`src/design/cxy_pkg.sv`:
```
`timescale 1ns / 1ps
// ----------------------------------------------------------------------------
// cxy_pkg
// Shared constants, types and the restoring division step for the CoreXY
// move to motor step converter.
// ----------------------------------------------------------------------------
package cxy_pkg;

  localparam int NOZZLE_COUNT = 4;
  localparam int OPEN_W       = $clog2(NOZZLE_COUNT + 1);

  localparam int DXY_W = 34;
  localparam int DZ_W  = 33;
  localparam int DE_W  = 33;
  localparam int MAG_W = DE_W + OPEN_W;
  localparam int MH_W  = MAG_W - 32;
  localparam int PH_W  = MH_W + 33;

  localparam int DUR_STEPS  = 32;
  localparam int RATE_W     = 40;
  localparam int RATE_STEPS = RATE_W;

  localparam int Q_DEPTH = 4;
  localparam int Q_AW    = $clog2(Q_DEPTH);

  localparam int ADDR_W = 4;
  localparam logic [1:0] REG_XY = 2'd0;
  localparam logic [1:0] REG_Z  = 2'd1;
  localparam logic [1:0] REG_E  = 2'd2;

  typedef struct packed {
    logic signed [DXY_W-1:0] da;
    logic signed [DXY_W-1:0] db;
    logic signed [DZ_W-1:0]  dz;
    logic signed [DE_W-1:0]  de;
    logic [OPEN_W-1:0]       n_open;
    logic [7:0]              mask;
  } move_t;

  typedef struct packed {
    move_t       mv;
    logic [31:0] dur;
  } q_entry_t;

  typedef struct packed {
    logic [31:0] xy;
    logic [31:0] z;
    logic [31:0] e;
  } spm_t;

  typedef struct packed {
    logic push;
  } q_wr_t;

  typedef struct packed {
    logic [31:0] rem;
    logic        q;
  } div_res_t;

  function automatic div_res_t div_step(input logic [31:0] rem, input logic b,
                                        input logic [31:0] d);
    logic [32:0] t;
    logic [32:0] s;
    div_res_t    r;
    t = {rem, b};
    s = t - {1'b0, d};
    if (t >= {1'b0, d}) begin
      r.rem = s[31:0];
      r.q   = 1'b1;
    end else begin
      r.rem = t[31:0];
      r.q   = 1'b0;
    end
    return r;
  endfunction

endpackage

```
`src/design/cxy_queue.sv`:
```
`timescale 1ns / 1ps
// ----------------------------------------------------------------------------
// cxy_queue
// Short first-in first-out buffer between the front and back parts.
// ----------------------------------------------------------------------------
module cxy_queue (
  input  logic              clk_i,
  input  logic              rst_ni,
  input  cxy_pkg::q_wr_t    wr_i,
  input  cxy_pkg::q_entry_t entry_i,
  output logic              full_o,
  input  logic              pop_i,
  output logic              empty_o,
  output cxy_pkg::q_entry_t entry_o
);
  import cxy_pkg::*;

  q_entry_t        mem_q [Q_DEPTH];
  logic [Q_AW-1:0] wr_ptr_q, rd_ptr_q;
  logic [Q_AW:0]   cnt_q;
  logic            do_push, do_pop;

  assign full_o  = (cnt_q == (Q_AW+1)'(Q_DEPTH));
  assign empty_o = (cnt_q == '0);
  assign do_push = wr_i.push && !full_o;
  assign do_pop  = pop_i && !empty_o;
  assign entry_o = mem_q[rd_ptr_q];

  always_ff @(posedge clk_i or negedge rst_ni) begin
    if (!rst_ni) begin
      wr_ptr_q <= '0;
      rd_ptr_q <= '0;
      cnt_q    <= '0;
    end else begin
      if (do_push) begin
        wr_ptr_q <= wr_ptr_q + 1'b1;
      end
      if (do_pop) begin
        rd_ptr_q <= rd_ptr_q + 1'b1;
      end
      case ({do_push, do_pop})
        2'b10:   cnt_q <= cnt_q + 1'b1;
        2'b01:   cnt_q <= cnt_q - 1'b1;
        default: cnt_q <= cnt_q;
      endcase
    end
  end

  always_ff @(posedge clk_i) begin
    if (do_push) begin
      mem_q[wr_ptr_q] <= entry_i;
    end
  end

endmodule

```
`config.mk`:
```
export PLATFORM = sky130hd
export DESIGN_NAME = cxy_queue
export DESIGN_NICKNAME = d
export VERILOG_FILES = /design/src/design/cxy_pkg.sv /design/src/design/cxy_queue.sv
export SDC_FILE = /design/constraint.sdc
export NUM_CORES = 1
export LEC_CHECK = 0
export ABC_AREA = 0
export BUFFER_PORTS_ARGS = -buffer_cell sky130_fd_sc_hd__buf_2
export CAP_MARGIN = 5
export CORE_MARGIN = 5
export CORE_UTILIZATION = 51
export DETAILED_ROUTE_END_ITERATION = 10
export PLACE_DENSITY = 0.77
export SKIP_LAST_GASP = 1
export SLEW_MARGIN = 10
export SYNTH_ARGS = -nofsm -noshare
export SYNTH_HDL_FRONTEND = slang
export SYNTH_SLANG_ARGS = --single-unit
export TNS_END_PERCENT = 50
```
`constraint.sdc`:
```
create_clock -name clk_i -period 5.5 [get_ports clk_i]
set_input_delay 1.65 -clock clk_i [delete_from_list [all_inputs] [get_ports clk_i]]
set_output_delay 1.65 -clock clk_i [all_outputs]
set_load 0.05 [all_outputs]
```
=== After elaboration in Yosys (flattened, before gate mapping) ===
Memories as Yosys holds them, arrays and structs flattened.
Index checks and enable logic that the tools add are counted.

* Add/subtract/negate cells: 4
* Multiply operators: 0
* Div/mod/pow operators: 0
* Order comparisons: 0
* Equality and inequality tests: 3
* Shifts and indexed selects: 0
* Muxes and demuxes: 3
* Bitwise operators: 0
* Reductions and logical operators: 6

{| class="wikitable"
|+ Operators by type and width
! operator !! count
|-
| $pmux 3 s2 || 1
|-
| $add 2x1->2 const B || 2
|-
| $add 3x1->3 const B || 1
|-
| $eq 3x3->1 const B || 1
|-
| $logic_not 3->1 || 1
|-
| $sub 3x1->3 const B || 1
|-
| $eq 2x1->1 const B || 1
|-
| $eq 2x2->1 const B || 1
|-
| $logic_and 1x1->1 || 2
|-
| $logic_not 1->1 || 2
|-
| $mux 1 || 2
|-
| $reduce_bool 2->1 || 1
|}

* Bits in registers: 7
* Latch bits: 0
* Bits in writable memories: 708
* Memory bits (read-only): 0
* Input bits: 181
* Output and inout port bits: 179
* Word-level logic and storage cells: 20
* Memories kept: 1

{| class="wikitable"
|+ Memory list
! memory !! depth !! bits a word !! read ports !! clocked after memory_dff !! write ports !! line !! text
|-
| mem_q || 4 || 177 || 1 || 0 || 1 || cxy_queue.sv:18 || <nowiki>q_entry_t mem_q [Q_DEPTH];</nowiki>
|}

=== Depth between registers and ports, before layout ===
* Depth after elaboration: 5
* Gate-level depth with buffers: 9
* Gate-level depth less buffers: 9

=== Worst setup path after synthesis ===
Ideal clock, no wire load.

* Path kind: input -> register
* Start point: in wr_i
* End point: mem mem_q[0][0] in the netlist's numbering (enable)
* Library setup time: 0.559 ns
* Data arrival time: 6.057 ns
* Data required time: 4.941 ns
* Setup slack: -1.116 ns
* Stages on the path: 2
* Buffers on the path: 0
* Path through: nor2b_1 > and2_1

* Longest elaborated chain between the ends: 3

{| class="wikitable"
|+ RTL lines
! item !! line !! text
|-
| from (decl) || cxy_queue.sv:9 || <nowiki>input cxy_pkg::q_wr_t wr_i,</nowiki>
|-
| $logic_and 1x1->1 || cxy_queue.sv:25 || <nowiki>assign do_push = wr_i.push && !full_o;</nowiki>
|-
| $mux 1 || cxy_queue.sv:50 || <nowiki>if (do_push) begin</nowiki>
|-
| $mux 1 (not written as such) || cxy_queue.sv:51 || <nowiki>mem_q[wr_ptr_q] <= entry_i;</nowiki>
|-
| to (decl) || cxy_queue.sv:18 ||
|}

No other way between the ends.

==> metrics.md <==
| Metric | Value |
|---|---|
| Worst-Margin Slew | `between 0.8 and 0.9 ns` |
| Rel. slew slack | `0.4375` |
| Leak | `approximately 11 nW` |
| FF+latch count, synth | `slightly above 700` |
| P&R area growth vs syn | `19.94%` |
| Slowest cell on crit path | `dfrtp_4` |
| Initial antenna violation count | `9` |
| Largest net degree at the start of global routing | `between 70 and 80` |
| Tmin final | `4.372 ns` |
| Core area | `between 50000 and 60000 um^2` |
| CTS tree | `built` |
| Hold Path Origin | `cnt_q[2]$_DFFE_PN0P_` |
| Post-CTS setup buffer count | `0` |
| Met2 Wirelength | `27490 um` |
| Final Setup Violations | `0` |
| Max-cap check violation count | `0` |
| Fin Setup TNS | `0 ns` |
| Avg WL per Cell | `roughly 25 um` |
| Synth warnings | `0` |
| Reg clk slew, reported paths | `0.06 ns` |
| Syn_nets | `between 1000 and 1500` |
| Tot Pwr | `around 0.02 W` |
| Critical path type | `register to output port` |
| Sw Pwr | `between 0.007 and 0.008 W` |
| Vias per cell | `between 5 and 6` |
| Overall routing resource usage | `0.1893` |
| Mapped cell area | `between 20000 and 30000 um^2` |
| Fin. max-slew vios | `0` |
| Drt total wl | `about 53000 um` |
| Cts repair resizes | `0` |
| Worst setup SP type | `register` |
| Worst Reg2Reg Path Length in Cells | `4` |
| Peak VDD IR | `482.9 uV` |
| Worst Path Buf+Inv | `2` |
| DRT iter0 DRCs | `803` |
| DR WL met3 | `4454 um` |
| CTS Root Cell | `clkbuf_16` |
| IO Pins | `360` |
| CP required | `roughly 3.9 ns` |
| # rows | `just over 80` |
| Power share of the combinational group | `0.381` |
| Final Wtd Congestion | `roughly 0.74` |
| Cts bufs inserted | `between 70 and 80` |
| Skew final | `about 0.024 ns` |
| Critical Path AT | `approximately 2.7 ns` |
| Tcrit/Tclk final | `0.7949` |
| Worst hold path depth | `1` |
| F_max | `roughly 230 MHz` |
| Clock power share | `0.239` |
| Pwr per Cell Area | `around 640 nW/um^2` |
| Crit-path leading delay family | `flip-flops` |
| Crit-path cells | `buf_4 > mux4_2 > buf_2` |
| Htree depth | `3` |
| Max FO, Critical Path | `32` |
| Sink Count | `roughly 700` |
| Die Width | `around 240 um` |
| WL met1 | `19870 um` |
| Status | `finished clean` |
| Worst R2R Start | `cnt_q[2]$_DFFE_PN0P_` |
| Post-Synthesis Cells | `around 960` |
| Hold buffers post-CTS | `0` |
| Tightest Hold Check Type | `register to register` |
| Sequential area share after synthesis | `0.8263` |
| Max Used Layer | `met5` |
| Switching Fraction | `0.3867` |
| Finished Core Util | `0.6189` |
| Die ar. | `around 55000 um^2` |
| Die H | `235.5 um` |
| Internal | `between 0.01 and 0.015 W` |
| RR Endpoint | `mem_q[2][12]$_DFFE_PP_` |
| Port buffer count | `~360` |
| Hold Slack | `roughly 0.53 ns` |
| Skew-Pair Late Insertion Delay | `0.60 ns` |
| Library cells used by synthesis | `20` |
| GRT Residual Overflow | `0` |
| Mean Syn Cell Area | `26.97 um^2` |
| Endpoint, Worst Hold | `cnt_q[2]$_DFFE_PN0P_` |
| Deepest clock path buffer count | `3` |
| DRC Markers | `0` |
| Slowest cell delay on critical path | `0.91 ns` |
| Most frequent cells in the layout | `edfxtp_1, buf_2, mux4_2` |
| Worst Setup End Kind | `output port` |
| Vias | `11700` |
| Most common cell after layout, fill and taps aside | `edfxtp_1` |
| Worst setup startpoint | `rd_ptr_q[0]$_DFFE_PN0P_` |
| Fraction of layout cells with a size suffix above 1 | `0.4734` |
| Starting Density | `0.5160` |
| Dpl hpwl | `32460 um` |
| First-pass GRT wire length | `79580 um` |
| Reg2reg setup slack | `2.89 ns` |
| DRT Pass-1 Iters | `5` |
| Number of global-route vias before repair | `around 13000` |
| Unrepaired setup endpoints after global routing | `false` |
| Post-route ant nets | `0` |
| Nets@finish | `~1600` |
| Final hold violation count | `0` |
| Sequential power share | `0.379` |
## state kept, by name (all words and copies together), names as in the netlist
name,count
cnt_q,3
mem_q,708
rd_ptr_q,2
wr_ptr_q,2
## worst max path at each step
stage	end	cells after the start
2_1_floorplan	mem_q[0][0]$_DFFE_PP_	2
3_3_place_gp	entry_o[55]	3
3_5_place_dp	entry_o[55]	3
4_1_cts	entry_o[55]	3
5_1_grt	entry_o[55]	3
6_report	entry_o[55]	3
## power by group through the flow
stage / clock (W) / sequential, W / combinational [W]
3_5_place_dp: 0 / 0.00769 / 0.00771
3_3_place_gp: 0 / 0.00761 / 0.00767
6_report: 0.00478 / 0.00758 / 0.00762
2_1_floorplan: 0 / 0.00759 / 0.00596
4_1_cts: 0.00489 / 0.00760 / 0.00776
5_1_grt: 0.00515 / 0.00767 / 0.00796
## cell families (layout without fill, tap and decap cells)
logic type	after synthesis	in the layout	synth area share
AO/OA/AOI/OAI	1	1	0.0003377
buffers and inverters	46	529	0.01167
other	0	4	0
multiplexers	179	179	0.1545
XOR/XNOR	6	6	0.002026
flip-flops	715	715	0.8263
adder cells (fa/ha/maj)	6	6	0.003183
AND/OR/NAND/NOR	9	9	0.001977
## cell usage after synthesis
cell      instances  area share
o31a_1            1     0.00034
nor2_1            1     0.00014
fa_1              1     0.00077
ha_1              5      0.0024
xnor2_1           3      0.0010
edfxtp_1        708        0.82
mux2_2            1     0.00043
nor3b_1           1     0.00029
buf_2            20      0.0039
and2_1            4     0.00096
dfrtp_1           7      0.0068
buf_6            14      0.0061
mux4_2          177        0.15
nor2b_1           1     0.00024
mux2i_1           1     0.00039
nand2_1           1     0.00014
xor2_1            3      0.0010
nor3_1            1     0.00019
clkbuf_1          6     0.00087
inv_1             6     0.00087
## worst register-to-register path: stages (launching register included)
cell and delay (ns):
dfrtp_1 0.41, nor3b_1 0.18, nor2b_1 0.46, and2_4 0.73, buf_4 0.47
## area by class of cell
cell class | instances | area, um^2
tap | 672 | 840.8
fill | 3342 | 19160
inverter | 6 | 22.52
clock inverter | 44 | 457.9
sequential | 715 | 21440
clock buffer | 86 | 1876
multi-input combinational | 201 | 4213
antenna | 4 | 10.01
timing repair buffer | 393 | 2252
## per-layer routing
metal / up-vias / GRT usage
li1: 5050 / -
met1: 6108 / 0.2417
met2: 453 / 0.3139
met3: 79 / 0.06057
met4: 10 / 0.06122
met5: - / 0
## metrics by stage
stage | cells | worst slack (ns) | instance area, um^2
floorplan | 962 | -1.115 | 25940
global placement | 1987 | 1.669 | 28770
detailed placement | 1987 | 1.660 | 28770
CTS | 2117 | 0.9884 | 31100
global route | 2121 | 0.9243 | 31110
finish | 2121 | 1.128 | 31110
Power figures use the tool's default switching activity.
